File: src/sv/crtc_pkg.sv
package crtc_pkg;

    localparam int NUM_REGS   = 16;
    localparam int REG_W      = 8;
    localparam int IDX_W      = 5;
    localparam int CNT_W      = 9;
    localparam int SYNC_W     = 5;
    localparam int OUT_ADDR_W = 14;
    localparam int LINE_W     = 8;
    localparam int TDATA_W    = 40;
    localparam int TUSER_IN_W = 3;

    typedef enum logic [1:0] {
        REQ_TICK  = 2'd0,
        REQ_READ  = 2'd1,
        REQ_WRITE = 2'd2,
        REQ_NONE  = 2'd3
    } t_req;

    localparam logic PORT_INDEX = 1'b0;
    localparam logic PORT_DATA  = 1'b1;

    localparam logic [3:0] REG_HTOTAL    = 4'd0;
    localparam logic [3:0] REG_HDISP     = 4'd1;
    localparam logic [3:0] REG_HSYNC_POS = 4'd2;
    localparam logic [3:0] REG_SYNC_W    = 4'd3;
    localparam logic [3:0] REG_VTOTAL    = 4'd4;
    localparam logic [3:0] REG_VADJUST   = 4'd5;
    localparam logic [3:0] REG_VDISP     = 4'd6;
    localparam logic [3:0] REG_VSYNC_POS = 4'd7;
    localparam logic [3:0] REG_MAX_LINE  = 4'd9;
    localparam logic [3:0] REG_CUR_START = 4'd10;
    localparam logic [3:0] REG_CUR_END   = 4'd11;
    localparam logic [3:0] REG_START_HI  = 4'd12;
    localparam logic [3:0] REG_START_LO  = 4'd13;
    localparam logic [3:0] REG_CUR_HI    = 4'd14;
    localparam logic [3:0] REG_CUR_LO    = 4'd15;

    localparam logic [1:0] BLINK_ON   = 2'd0;
    localparam logic [1:0] BLINK_OFF  = 2'd1;
    localparam logic [1:0] BLINK_FAST = 2'd2;
    localparam logic [1:0] BLINK_SLOW = 2'd3;

    typedef logic [NUM_REGS-1:0][REG_W-1:0] t_regs;

    typedef struct packed {
        logic                  char_valid;
        logic [OUT_ADDR_W-1:0] char_address;
        logic [LINE_W-1:0]     char_scanline;
        logic                  cursor_hit;
        logic                  line_start;
        logic                  frame_start;
        logic                  hsync_level;
        logic                  vsync_level;
    } t_tick_res;

    function automatic logic [SYNC_W-1:0] sync_width(input logic [3:0] nibble);
        sync_width = (nibble == 4'd0) ? SYNC_W'(16) : {1'b0, nibble};
    endfunction

endpackage

File: src/sv/crtc_regfile.sv
module crtc_regfile
    import crtc_pkg::*;
(
    input  logic             i_clk,
    input  logic             i_rst_n,
    input  logic             i_wr_en,
    input  logic             i_port,
    input  logic [REG_W-1:0] i_data,
    output t_regs            o_regs,
    output logic [REG_W-1:0] o_read_data
);

    t_regs            r_regs;
    logic [IDX_W-1:0] r_index;

    always_ff @(posedge i_clk) begin
        if (!i_rst_n) begin
            r_regs  <= '0;
            r_index <= '0;
        end else if (i_wr_en) begin
            if (i_port == PORT_INDEX) begin
                r_index <= i_data[IDX_W-1:0];
            end else if (!r_index[IDX_W-1]) begin
                r_regs[r_index[IDX_W-2:0]] <= i_data;
            end
        end
    end

    always_comb begin
        o_read_data = '0;
        if (i_port == PORT_DATA &&
            (r_index == {1'b0, REG_CUR_HI} || r_index == {1'b0, REG_CUR_LO})) begin
            o_read_data = r_regs[r_index[IDX_W-2:0]];
        end
    end

    assign o_regs = r_regs;

    assert property (@(posedge i_clk) disable iff (!i_rst_n)
        i_wr_en && i_port == PORT_INDEX |=> r_index == $past(i_data[IDX_W-1:0]))
        else $error("index write lost");

    assert property (@(posedge i_clk) disable iff (!i_rst_n)
        i_wr_en && i_port == PORT_DATA && r_index[IDX_W-1] |=> $stable(r_regs))
        else $error("write beyond register file changed a register");

endmodule

File: src/sv/crtc_timing.sv
module crtc_timing
    import crtc_pkg::*;
#(
    parameter int ADDR_BITS = 14
) (
    input  logic      i_clk,
    input  logic      i_rst_n,
    input  logic      i_tick,
    input  logic      i_step,
    input  t_regs     i_regs,
    output t_tick_res o_res
);

    logic [CNT_W-1:0]     r_col, r_row, r_lir, r_adj;
    logic [SYNC_W-1:0]    r_hs_cnt, r_vs_cnt;
    logic                 r_hs_on, r_hdisp, r_vs_on, r_vdisp, r_adj_phase, r_cur_shown;
    logic [ADDR_BITS-1:0] r_da, r_rba;
    logic [REG_W-1:0]     r_blink;

    logic [CNT_W-1:0]     n_col, n_row, n_lir, n_adj;
    logic [SYNC_W-1:0]    n_hs_cnt, n_vs_cnt;
    logic                 n_hs_on, n_hdisp, n_vs_on, n_vdisp, n_adj_phase, n_cur_shown;
    logic [ADDR_BITS-1:0] n_da, n_rba;
    logic [REG_W-1:0]     n_blink;

    logic [2*REG_W-1:0]   w_start_pair, w_cur_pair;
    logic [ADDR_BITS-1:0] w_start, w_cur;
    logic [1:0]           w_mode;
    logic                 w_valid, w_line_end, w_frame;

    assign w_start_pair = {i_regs[REG_START_HI], i_regs[REG_START_LO]};
    assign w_cur_pair   = {i_regs[REG_CUR_HI], i_regs[REG_CUR_LO]};
    assign w_start      = w_start_pair[ADDR_BITS-1:0];
    assign w_cur        = w_cur_pair[ADDR_BITS-1:0];
    assign w_mode       = i_regs[REG_CUR_START][6:5];
    assign w_valid      = r_hdisp && r_vdisp;

    always_comb begin
        n_col       = r_col + CNT_W'(1);
        n_row       = r_row;
        n_lir       = r_lir;
        n_adj       = r_adj;
        n_hs_cnt    = r_hs_cnt;
        n_vs_cnt    = r_vs_cnt;
        n_hs_on     = r_hs_on;
        n_hdisp     = r_hdisp;
        n_vs_on     = r_vs_on;
        n_vdisp     = r_vdisp;
        n_adj_phase = r_adj_phase;
        n_cur_shown = r_cur_shown;
        n_da        = r_da;
        n_rba       = r_rba;
        n_blink     = r_blink;
        w_frame     = 1'b0;

        if (w_valid) begin
            n_da = r_da + ADDR_BITS'(1);
        end
        if (n_col >= {1'b0, i_regs[REG_HDISP]}) begin
            n_hdisp = 1'b0;
        end
        if (n_col == {1'b0, i_regs[REG_HSYNC_POS]}) begin
            n_hs_on  = 1'b1;
            n_hs_cnt = '0;
        end
        if (n_hs_on) begin
            n_hs_cnt = n_hs_cnt + SYNC_W'(1);
            if (n_hs_cnt >= sync_width(i_regs[REG_SYNC_W][3:0])) begin
                n_hs_on = 1'b0;
            end
        end

        w_line_end = n_col > {1'b0, i_regs[REG_HTOTAL]};
        if (w_line_end) begin
            n_col   = '0;
            n_hdisp = 1'b1;
            if (r_adj_phase) begin
                n_adj = r_adj + CNT_W'(1);
                if (n_adj >= {1'b0, i_regs[REG_VADJUST]}) begin
                    w_frame     = 1'b1;
                    n_adj_phase = 1'b0;
                    n_row       = '0;
                    n_lir       = '0;
                    n_vdisp     = 1'b1;
                    n_da        = w_start;
                    n_rba       = w_start;
                    case (w_mode)
                        BLINK_ON:  n_cur_shown = 1'b1;
                        BLINK_OFF: n_cur_shown = 1'b0;
                        default: begin
                            n_blink     = r_blink + REG_W'(1);
                            n_cur_shown = (w_mode == BLINK_FAST) ? !n_blink[4] : !n_blink[5];
                        end
                    endcase
                end
            end else begin
                n_lir = r_lir + CNT_W'(1);
                if (n_lir > {1'b0, i_regs[REG_MAX_LINE]}) begin
                    n_lir = '0;
                    n_row = r_row + CNT_W'(1);
                    n_rba = n_da;
                    if (n_row >= {1'b0, i_regs[REG_VDISP]}) begin
                        n_vdisp = 1'b0;
                    end
                    if (n_row == {1'b0, i_regs[REG_VSYNC_POS]}) begin
                        n_vs_on  = 1'b1;
                        n_vs_cnt = '0;
                    end
                    if (n_row > {1'b0, i_regs[REG_VTOTAL]}) begin
                        n_adj_phase = 1'b1;
                        n_adj       = '0;
                        n_vs_on     = 1'b0;
                    end
                end else begin
                    n_da = r_rba;
                end
            end
            if (n_vs_on) begin
                n_vs_cnt = n_vs_cnt + SYNC_W'(1);
                if (n_vs_cnt >= sync_width(i_regs[REG_SYNC_W][7:4])) begin
                    n_vs_on = 1'b0;
                end
            end
        end
    end

    always_ff @(posedge i_clk) begin
        if (!i_rst_n) begin
            r_col       <= '0;
            r_row       <= '0;
            r_lir       <= '0;
            r_adj       <= '0;
            r_hs_cnt    <= '0;
            r_vs_cnt    <= '0;
            r_hs_on     <= 1'b0;
            r_hdisp     <= 1'b0;
            r_vs_on     <= 1'b0;
            r_vdisp     <= 1'b0;
            r_adj_phase <= 1'b0;
            r_cur_shown <= 1'b1;
            r_da        <= '0;
            r_rba       <= '0;
            r_blink     <= '0;
        end else if (i_step) begin
            r_col       <= n_col;
            r_row       <= n_row;
            r_lir       <= n_lir;
            r_adj       <= n_adj;
            r_hs_cnt    <= n_hs_cnt;
            r_vs_cnt    <= n_vs_cnt;
            r_hs_on     <= n_hs_on;
            r_hdisp     <= n_hdisp;
            r_vs_on     <= n_vs_on;
            r_vdisp     <= n_vdisp;
            r_adj_phase <= n_adj_phase;
            r_cur_shown <= n_cur_shown;
            r_da        <= n_da;
            r_rba       <= n_rba;
            r_blink     <= n_blink;
        end
    end

    always_comb begin
        o_res             = '0;
        o_res.hsync_level = r_hs_on;
        o_res.vsync_level = r_vs_on;
        if (i_tick) begin
            o_res.hsync_level = n_hs_on;
            o_res.vsync_level = n_vs_on;
            o_res.line_start  = w_line_end;
            o_res.frame_start = w_frame;
            if (w_valid) begin
                o_res.char_valid    = 1'b1;
                o_res.char_address  = r_da[OUT_ADDR_W-1:0];
                o_res.char_scanline = r_lir[LINE_W-1:0];
                o_res.cursor_hit    = r_cur_shown && (r_da == w_cur) &&
                    (r_lir >= {4'd0, i_regs[REG_CUR_START][4:0]}) &&
                    (r_lir <= {1'b0, i_regs[REG_CUR_END]});
            end
        end
    end

    assert property (@(posedge i_clk) disable iff (!i_rst_n)
        i_step && w_line_end |=> r_col == '0 && r_hdisp)
        else $error("line end did not restart the column");

    assert property (@(posedge i_clk) disable iff (!i_rst_n)
        i_step && w_frame |=> r_vdisp && !r_adj_phase && r_row == '0 && r_lir == '0)
        else $error("new frame did not restart the vertical counters");

endmodule

File: src/sv/crt_timing_controller.sv
// channel  | dir | beat fields (low bit first)
// s_axis   | in  | tdata: write_data[7:0]; tuser: req_type[1:0], port_select[2]
// m_axis   | out | tdata: read_data[7:0], char_valid[8], char_address[22:9],
//          |     |   char_scanline[30:23], cursor_hit[31], line_start[32],
//          |     |   frame_start[33], hsync_level[34], vsync_level[35], zero[39:36]
// one result beat per input beat, registered first in the input register, then in the result register
// one beat per cycle sustained while m_axis_tready is high; input register feeds the result register directly
// reset clears all timing registers and R0-R15, cursor shown
// a stalled result holds the input register; s_axis_tready drops only when both are full
module crt_timing_controller
    import crtc_pkg::*;
#(
    parameter int ADDR_BITS = 14
) (
    input  logic                  i_clk,
    input  logic                  i_rst_n,
    input  logic                  s_axis_tvalid,
    output logic                  s_axis_tready,
    input  logic [REG_W-1:0]      s_axis_tdata,  // write_data
    input  logic [TUSER_IN_W-1:0] s_axis_tuser,  // req_type, port_select
    output logic                  m_axis_tvalid,
    input  logic                  m_axis_tready,
    output logic [TDATA_W-1:0]    m_axis_tdata   // read_data .. vsync_level, zero pad
);

    logic             r_in_valid;
    t_req             r_in_req;
    logic             r_in_port;
    logic [REG_W-1:0] r_in_data;

    logic               r_out_valid;
    logic [TDATA_W-1:0] r_out_data;

    logic             w_adv;
    logic             w_tick;
    t_regs            w_regs;
    logic [REG_W-1:0] w_rd;
    logic [REG_W-1:0] w_read_data;
    t_tick_res        w_res;
    logic [TDATA_W-1:0] n_out_data;

    assign w_adv         = r_in_valid && (!r_out_valid || m_axis_tready);
    assign s_axis_tready = !r_in_valid || w_adv;
    assign w_tick        = r_in_valid && (r_in_req == REQ_TICK);

    always_ff @(posedge i_clk) begin
        if (!i_rst_n) begin
            r_in_valid <= 1'b0;
        end else if (s_axis_tready) begin
            r_in_valid <= s_axis_tvalid;
        end
    end

    always_ff @(posedge i_clk) begin
        if (s_axis_tvalid && s_axis_tready) begin
            r_in_req  <= t_req'(s_axis_tuser[1:0]);
            r_in_port <= s_axis_tuser[2];
            r_in_data <= s_axis_tdata;
        end
    end

    crtc_regfile u_regfile (
        .i_clk       (i_clk),
        .i_rst_n     (i_rst_n),
        .i_wr_en     (w_adv && r_in_req == REQ_WRITE),
        .i_port      (r_in_port),
        .i_data      (r_in_data),
        .o_regs      (w_regs),
        .o_read_data (w_rd)
    );

    crtc_timing #(
        .ADDR_BITS (ADDR_BITS)
    ) u_timing (
        .i_clk   (i_clk),
        .i_rst_n (i_rst_n),
        .i_tick  (w_tick),
        .i_step  (w_adv && w_tick),
        .i_regs  (w_regs),
        .o_res   (w_res)
    );

    assign w_read_data = (r_in_req == REQ_READ) ? w_rd : '0;

    assign n_out_data = {4'd0, w_res.vsync_level, w_res.hsync_level, w_res.frame_start,
                         w_res.line_start, w_res.cursor_hit, w_res.char_scanline,
                         w_res.char_address, w_res.char_valid, w_read_data};

    always_ff @(posedge i_clk) begin
        if (!i_rst_n) begin
            r_out_valid <= 1'b0;
        end else if (w_adv) begin
            r_out_valid <= 1'b1;
        end else if (m_axis_tready) begin
            r_out_valid <= 1'b0;
        end
    end

    always_ff @(posedge i_clk) begin
        if (w_adv) begin
            r_out_data <= n_out_data;
        end
    end

    assign m_axis_tvalid = r_out_valid;
    assign m_axis_tdata  = r_out_data;

    assert property (@(posedge i_clk) disable iff (!i_rst_n)
        r_in_valid && r_out_valid && !m_axis_tready |-> !s_axis_tready)
        else $error("input taken while both stages are full");

    assert property (@(posedge i_clk) disable iff (!i_rst_n)
        r_out_valid && r_out_data[33] |-> r_out_data[32])
        else $error("frame start without line end");

    assert property (@(posedge i_clk) disable iff (!i_rst_n)
        r_out_valid && !r_out_data[8] |-> r_out_data[31:9] == '0)
        else $error("character fields set outside active area");

    assert property (@(posedge i_clk) disable iff (!i_rst_n)
        r_in_valid && !w_adv |=> r_in_valid)
        else $error("stalled input beat dropped");

endmodule
File: config.mk
export PLATFORM = sky130hd
export DESIGN_NAME = crt_timing_controller
export DESIGN_NICKNAME = d
export VERILOG_FILES = /design/src/sv/crtc_pkg.sv /design/src/sv/crtc_regfile.sv /design/src/sv/crtc_timing.sv /design/src/sv/crt_timing_controller.sv
export SDC_FILE = /design/constraint.sdc
export NUM_CORES = 1
export LEC_CHECK = 0
export ABC_AREA = 1
export ABC_CLOCK_PERIOD_IN_PS = 3500
export BUFFER_PORTS_ARGS = -buffer_cell sky130_fd_sc_hd__buf_2
export CORE_UTILIZATION = 55
export DETAILED_ROUTE_END_ITERATION = 10
export MAX_ROUTING_LAYER = met4
export PLACE_DENSITY = 0.83
export SLEW_MARGIN = 20
export SYNTH_ARGS = -nofsm -noshare
export SYNTH_HDL_FRONTEND = slang
export SYNTH_SLANG_ARGS = --single-unit
File: constraint.sdc
create_clock -name i_clk -period 3.5 [get_ports i_clk]
set_input_delay 0.35 -clock i_clk [delete_from_list [all_inputs] [get_ports i_clk]]
set_output_delay 0.35 -clock i_clk [all_outputs]
set_load 0.01 [all_outputs]
==> results.tsv, run 1 <==
metric	value	unit
status	finished, violations left	
violations	setup timing	
whs	81.17	ps
core_area	25250	um^2
worstSetupEndpointType	register	
pin_count	57	
synth_top_area_share	31.23	%
grt_pass1_vias	12250	
cts.sinks	268	
hpwl	27.75	mm
vdd_drop_max	0.0003940	V
postPlaceCellArea	14920	um^2
ys_seq_elements	268	
rsz0062_at_grt	true	
min_path_type	input port to register	
rows	58	
tritoncts	built	
drt_iter0_drc	1608	
hold_viol_final	0	
synth_area	14170	um^2
leakagePower	6.347	nW
antenna_cells	0	
gp_congestion	1.128	
ys.warnings.count	0	
syn_avg_cell_area	7.712	um^2
reg2reg_depth	23	
dieArea	26400	um^2
worst_pin_slew	1059	ps
crit_arrival	4120	ps
synthTopCellsByCount	254 x nand2_1, 252 x inv_1, 221 x dfxtp_1, 189 x a21oi_1, 183 x o21ai_0	
drive_above_1_share	12.06	%
grt_usage	30.77	%
fmax	268.4	MHz
initial_core_util	56.10	%
io_buffers	52	
clk_latency	540	ps
areaGrowthSynthToFinish	13.86	%
cts.path.max_buffers	3	
die_w	162.5	um
wl_per_cell	17.63	um
post-route-cell-area	16130	um^2
grt_pass1_wl	62.93	mm
cts_made_buffers	28	
path_class	register to register	
tns	-426.6	ps
cap_violations	0	
slew_headroom	29.23	%
die-height	162.5	um
crit_required	3900	ps
cts-root-buf	clkbuf_16	
synthTopCellsByArea	dfxtp_1 31%, edfxtp_1 10%, ha_1 6.9%	
worst_slack	-225.8	ps
timing.final.crit_share	106.5	%
power	6.531	mW
worst_clock_skew	9.845	ps
grt_max_degree	69	
max_stage_delay	380	ps
report.final.slew_viol_count	0	
synth_top_cell_by_area	dfxtp_1	
first_pass_iters	6	
grt-ovfl-total	0	
yosysMostFrequentCell	nand2_1	
synth_cells	1837	
synthFlopType	dfxtp_1	
synth_cell_type_count	55	
worstPathMaxFanout	4	
cts.reportedPaths.clkPinSlew	60	ps
drc	0	
fin_crit	3726	ps
h-tree-depth	1	
async_flop_share	0	%
vias_per_cell	5.865	
vias	13220	
ant_nets	0	
powerDensity	404.9	nW/um^2
holdPathStages	3	
layout.nets	1998	
setup_viol	2	
synth_edf_count	47	
cp_slowest_cell	dfxtp_4	
worstSetupStartpointType	register	
finalWirelength	39.74	mm
antenna_found_initial	0	
ys_seq_area_share	41.19	%
path_cells	inv_4 -> nor3_4 -> nand3_2 -> nor2_1 -> nand2_1 -> xor2_2 -> inv_1 -> ha_4 -> nand2_1 -> nor2_1 -> nand3_2 -> nand3_4 -> nor2_4 -> nor3_4 -> nor2_2 -> ha_1 -> a21boi_1 -> o21a_1 -> o21a_1 -> o21a_1 -> nor3_2 -> nand3_1 -> o21ai_1	
postLayoutCoreUtil	63.87	%
path_common_cell	o21a_1	
## state kept, by name, indices dropped and copies added (netlist names), 8 cells and up
register / cells
m_axis_tdata: 36
u_timing.r_col: 9
u_timing.r_rba: 14
u_timing.r_lir: 9
u_regfile.o_regs: 128
r_in_data: 8
u_timing.r_da: 14
u_timing.r_adj: 9
u_timing.r_row: 9
## report_power, final
group | internal (mW) | switching (mW) | total (mW)
Sequential | 3.18 | 0.0674 | 3.25
Clock | 1.66 | 1.17 | 2.84
Combinational | 0.149 | 0.297 | 0.446
Total | 4.99 | 1.54 | 6.53
## worst max-delay path: cells and delay by family, from the launching register on
kind | cells | cell delay [ps]
buf+inv | 2 | 140
compound gates | 5 | 710
fa+ha+maj | 2 | 560
flops | 1 | 380
simple gates | 13 | 1620
xor+xnor | 1 | 190
## through the flow
step,setup slack [ps],cells
6_report,-225.8,2254
5_1_grt,-472.4,2254
4_1_cts,-142.5,2248
3_5_place_dp,-212.5,2183
3_3_place_gp,-127.9,2183
2_1_floorplan,-4.774,1840
## repair_timing
| action | CTS | global route |
|---|---|---|
| buffers inserted | 5 | 5 |
| hold endpoints to repair | 11 | 0 |
| endpoints found under the setup margin | 2 | 9 |
| hold buffers | 11 | 0 |
| pin swaps | 8 | 10 |
| resized for setup | 14 | 15 |
## cell type report
| cell class | instances | area (um^2) |
|---|---|---|
| inverters | 266 | 1001 |
| clock buffers | 49 | 870.8 |
| multi-input cells | 1219 | 7126 |
| flip-flops and latches | 268 | 5843 |
| well taps | 330 | 412.9 |
| fillers | 2107 | 9124 |
| repair buffers | 122 | 877.1 |
## cell families (layout without fill, tap and decap cells)
| group | after synthesis | in the layout | share of synthesized area (%) |
|---|---|---|---|
| other cells | 1 | 4 | 0.02647 |
| xor+xnor | 38 | 38 | 2.349 |
| simple gates | 555 | 555 | 17.58 |
| flops | 268 | 268 | 41.19 |
| compound gates | 544 | 544 | 22.30 |
| fa+ha+maj | 78 | 78 | 6.889 |
| buf+inv | 353 | 437 | 9.662 |
## path summary, 6_finish.rpt
check,slack [ps],startpoint,end
worst max-delay path,-230,u_timing.r_lir[1]$_SDFFE_PN0P_,m_axis_tdata[35]$_DFFE_PP_
worst min-delay path,80,s_axis_tvalid,r_in_valid$_SDFFE_PN0N_
worst max register to register,-230,u_timing.r_lir[1]$_SDFFE_PN0P_,m_axis_tdata[35]$_DFFE_PP_
worst min register to register,450,u_regfile.o_regs[70]$_SDFFE_PN0P_,u_regfile.o_regs[70]$_SDFFE_PN0P_
## layout by cell type, fill, tap and decap left out, types with 5 or more instances in the layout
cell	n
nand2_2	13
a221oi_1	6
inv_2	14
nor3_1	18
inv_1	249
a41oi_1	5
buf_2	51
o221ai_1	33
o21ai_1	26
a211oi_1	19
nor2_4	11
o21ai_0	181
dfxtp_1	217
o22ai_1	10
ha_1	73
nand2_1	250
clkbuf_8	7
nor2_1	124
nand3_1	74
a21oi_1	189
a22oi_1	42
clkbuf_1	13
edfxtp_1	47
clkbuf_16	29
nand4_1	26
nor2_2	15
buf_4	55
dlygate4sd3_1	11
xor2_1	31
## layer usage
metal  up-vias  global-route usage [%]  wire [um]
met3       106                   4.023       3420
met5         -                       -          0
met2       678                   50.25      18470
li1       6383                       -          -
met1      6053                   39.26      16480
met4         0                   10.25       1362
No activity file was read; power rests on OpenSTA's default activity.
==> run 2, diff against run 1 <==
--- a/config.mk
+++ b/config.mk
@@ -5,7 +5,7 @@
 export SDC_FILE = /design/constraint.sdc
 export NUM_CORES = 1
 export LEC_CHECK = 0
-export ABC_AREA = 1
+export ABC_AREA = 0
 export ABC_CLOCK_PERIOD_IN_PS = 3500
 export BUFFER_PORTS_ARGS = -buffer_cell sky130_fd_sc_hd__buf_2
 export CORE_UTILIZATION = 55
==> run 2 against run 1 <==
  * The run still ends with setup timing left
  * Combinational power decreased by 42%
  * Sequential power is 4% lower
  * Register-to-register slack improved by 170 ps
  * Design area rose by 0.88%
  * Sequential cell count decreased by 9
  * Largest power group unchanged
  * Die area fell by 0.29%
  * Power down 3.7%
  * Critical endpoint unchanged
  * Synthesized cell count down 17%
  * Utilization up 0.75 points
  * Critical path type unchanged
  * Wire length is 7.5% lower
  * Critical path depth down 6
  * Clock-buffer cell count down 17
==> results.tsv, run 2 <==
metric	value	unit
cts-root-buf	clkbuf_16	
ys.warnings.count	0	
wl_per_cell	18.83	um
die_w	162.3	um
hold_viol_final	0	
drt_iter0_drc	1022	
gp_congestion	0.9281	
pin_count	57	
swShare	22.77	%
internal_power	4.858	mW
leakagePower	6.220	nW
synth_top_area_share	30.04	%
clk_latency	540	ps
status	finished, violations left	
synth_area	14130	um^2
synth_adder_area_share	6.909	%
synth_top_cell_by_area	dfxtp_1	
ys_seq_elements	259	
ant_nets	0	
max_stage_delay	370	ps
synth_cell_type_count	85	
synth_top_family_by_area	simple AND/OR/NAND/NOR gates	
path_class	register to register	
critical_path.top_delay_family	compound AO/OA/AOI/OAI gates	
synthTopCellsByArea	dfxtp_1 30%, edfxtp_1 10%, mux2i_1 9.1%	
worstPathMaxFanout	4	
synth_xor_area_share	5.686	%
p_seq_share	49.8	%
path_common_cell	and3_4	
tritoncts	built	
grt_usage	28.62	%
path_cells	and3_4 -> and3_4 -> buf_6 -> xor2_2 -> ha_1 -> nand4_1 -> nor2_1 -> a311o_1 -> a31oi_4 -> and3_4 -> nor2_2 -> ha_1 -> a21o_1 -> a21o_1 -> a21oi_2 -> nor2b_2 -> o41ai_2	
grt_pass1_vias	11450	
fin_crit	3557	ps
ys_seq_area_share	40.04	%
worstSetupEndpointType	register	
initial_core_util	56.10	%
crit_required	3840	ps
vias	11740	
nFillCells	1933	
drc	0	
areaGrowthSynthToFinish	15.19	%
first_pass_iters	7	
powerDensity	386.6	nW/um^2
crit_buf_inv	1	
fmax	281.1	MHz
final_cell_count_no_fill	1951	
core_area	25180	um^2
synth-compound-area-share	13.23	%
mostFrequentLayoutCell	dfxtp_1	
async_flop_share	0	%
dieArea	26330	um^2
power_frac_comb	4.1	%
setup_viol	2	
yosysMostFrequentCell	dfxtp_1	
synth_edf_count	47	
io_buffers	52	
worst_slack	-56.93	ps
grt_pass1_wl	58.30	mm
postPlaceCellArea	15020	um^2
rsz0062_at_grt	true	
cts.sinks	259	
min_path_type	input port to register	
finalWirelength	36.75	mm
synthFlopType	dfxtp_1	
crit_start	u_timing.r_lir[1]$_SDFFE_PN0P_	
dp_cells	1882	
crit_arrival	3890	ps
dp_slack	-239.4	ps
postLayoutCoreUtil	64.62	%
report.final.slew_viol_count	0	
hpwl	24.66	mm
drive_above_1_share	15.79	%
cts.path.max_buffers	3	
worst_clock_skew	11.22	ps
final_cell_mix	204 x dfxtp_1, 179 x nor2_1, 128 x mux2i_1	
synth_cells	1525	
slew_headroom	26.04	%
die-height	162.3	um
rows	58	
antenna_cells	0	
h-tree-depth	1	
largest_reg_flops	119	
p_sw	1.432	mW
timing.final.crit_share	101.6	%
layout.nets	1694	
cp_slowest_cell	a311o_1	
r2r_start	u_timing.r_lir[1]$_SDFFE_PN0P_	
hp-start	s_axis_tvalid	
synthTopCellsByCount	212 x dfxtp_1, 182 x nor2_1, 128 x mux2i_1, 99 x nand2_1, 78 x ha_1	
worst_pin_slew	1109	ps
synthMuxAreaShare	10.50	%
vias_per_cell	6.016	
grt_max_degree	53	
synth_simple_gate_area_share	18.64	%
cts_made_buffers	27	
antenna_found_initial	0	
violations	setup timing	
cap_violations	0	
post-route-cell-area	16270	um^2
grt-ovfl-total	0	
vdd_drop_max	0.0005308	V
worstSetupStartpointType	register	
syn_avg_cell_area	9.263	um^2
cts.reportedPaths.clkPinSlew	60	ps
pwr-share-clk	46.1	%
[run 2: worst reg2reg max path: stages (launching register included)]
cell     delay [ps]
dfxtp_4         360
and3_4          170
and3_4          200
buf_6           120
xor2_2          140
ha_1            310
nand4_1         120
nor2_1           70
a311o_1         370
a31oi_4         200
and3_4          230
nor2_2           40
ha_1            270
a21o_1          180
a21o_1          160
a21oi_2         130
nor2b_2          70
o41ai_2         250
[run 2: cell type report]
| type | instances | area, um^2 | area share, % |
|---|---|---|---|
| Clock buffer | 32 | 694.4 | 4.268 |
| Sequential cell | 259 | 5673 | 34.86 |
| Multi-Input combinational cell | 1099 | 8000 | 49.17 |
| Timing Repair Buffer | 143 | 1045 | 6.421 |
| Clock inverter | 17 | 177.7 | 1.092 |
| Tap cell | 330 | 412.9 | 2.537 |
| Inverter | 71 | 269.0 | 1.653 |
[run 2: final timing paths]
kind	to	slack, ps	cells after the start
min reg2reg	u_timing.r_col[1]$_SDFFE_PN0P_	490	2
min	r_in_valid$_SDFFE_PN0N_	60	3
max reg2reg	m_axis_tdata[35]$_DFFE_PP_	-60	17
max	m_axis_tdata[35]$_DFFE_PP_	-60	17
[run 2: routing by layer]
metal	up-vias	wire, um	global-route usage (%)
met4	0	1573	12.44
met3	124	2717	4.035
met5	-	0	-
met2	467	17320	47.24
li1	5562	-	-
met1	5584	15130	34.83
[run 2: what timing repair did]
action,4_1_cts,5_1_grt
setup buffers,3,6
gates resized for setup,13,27
hold buffers,11,0
hold endpoints to repair,11,0
setup endpoints to repair,13,37
pin swaps,13,13
[run 2: stage by stage]
stage	total power, mW	hold WS, ps	setup TNS (ps)
after floorplan	3.327	443.8	0
after global placement	3.430	460.5	-237.8
after detailed placement	3.437	472.4	-853.7
after CTS	6.306	36.82	-225.6
after global routing	6.440	115.0	-469.2
final	6.290	60.23	-71.82
[run 2: cell families after synthesis]
group                    Yosys count
flip-flops                       259
buffers and inverters            170
adder cells (fa/ha/maj)           78
XOR/XNOR                          83
AO/OA/AOI/OAI                    273
multiplexers                     138
AND/OR/NAND/NOR                  523
other                              1
[run 2: power by group through the flow]
stage	registers, mW	clock network (mW)	logic, mW
floorplan	3.16	0	0.167
global placement	3.20	0	0.235
detailed placement	3.20	0	0.240
CTS	3.13	2.92	0.253
global route	3.13	3.03	0.280
finish	3.13	2.90	0.260
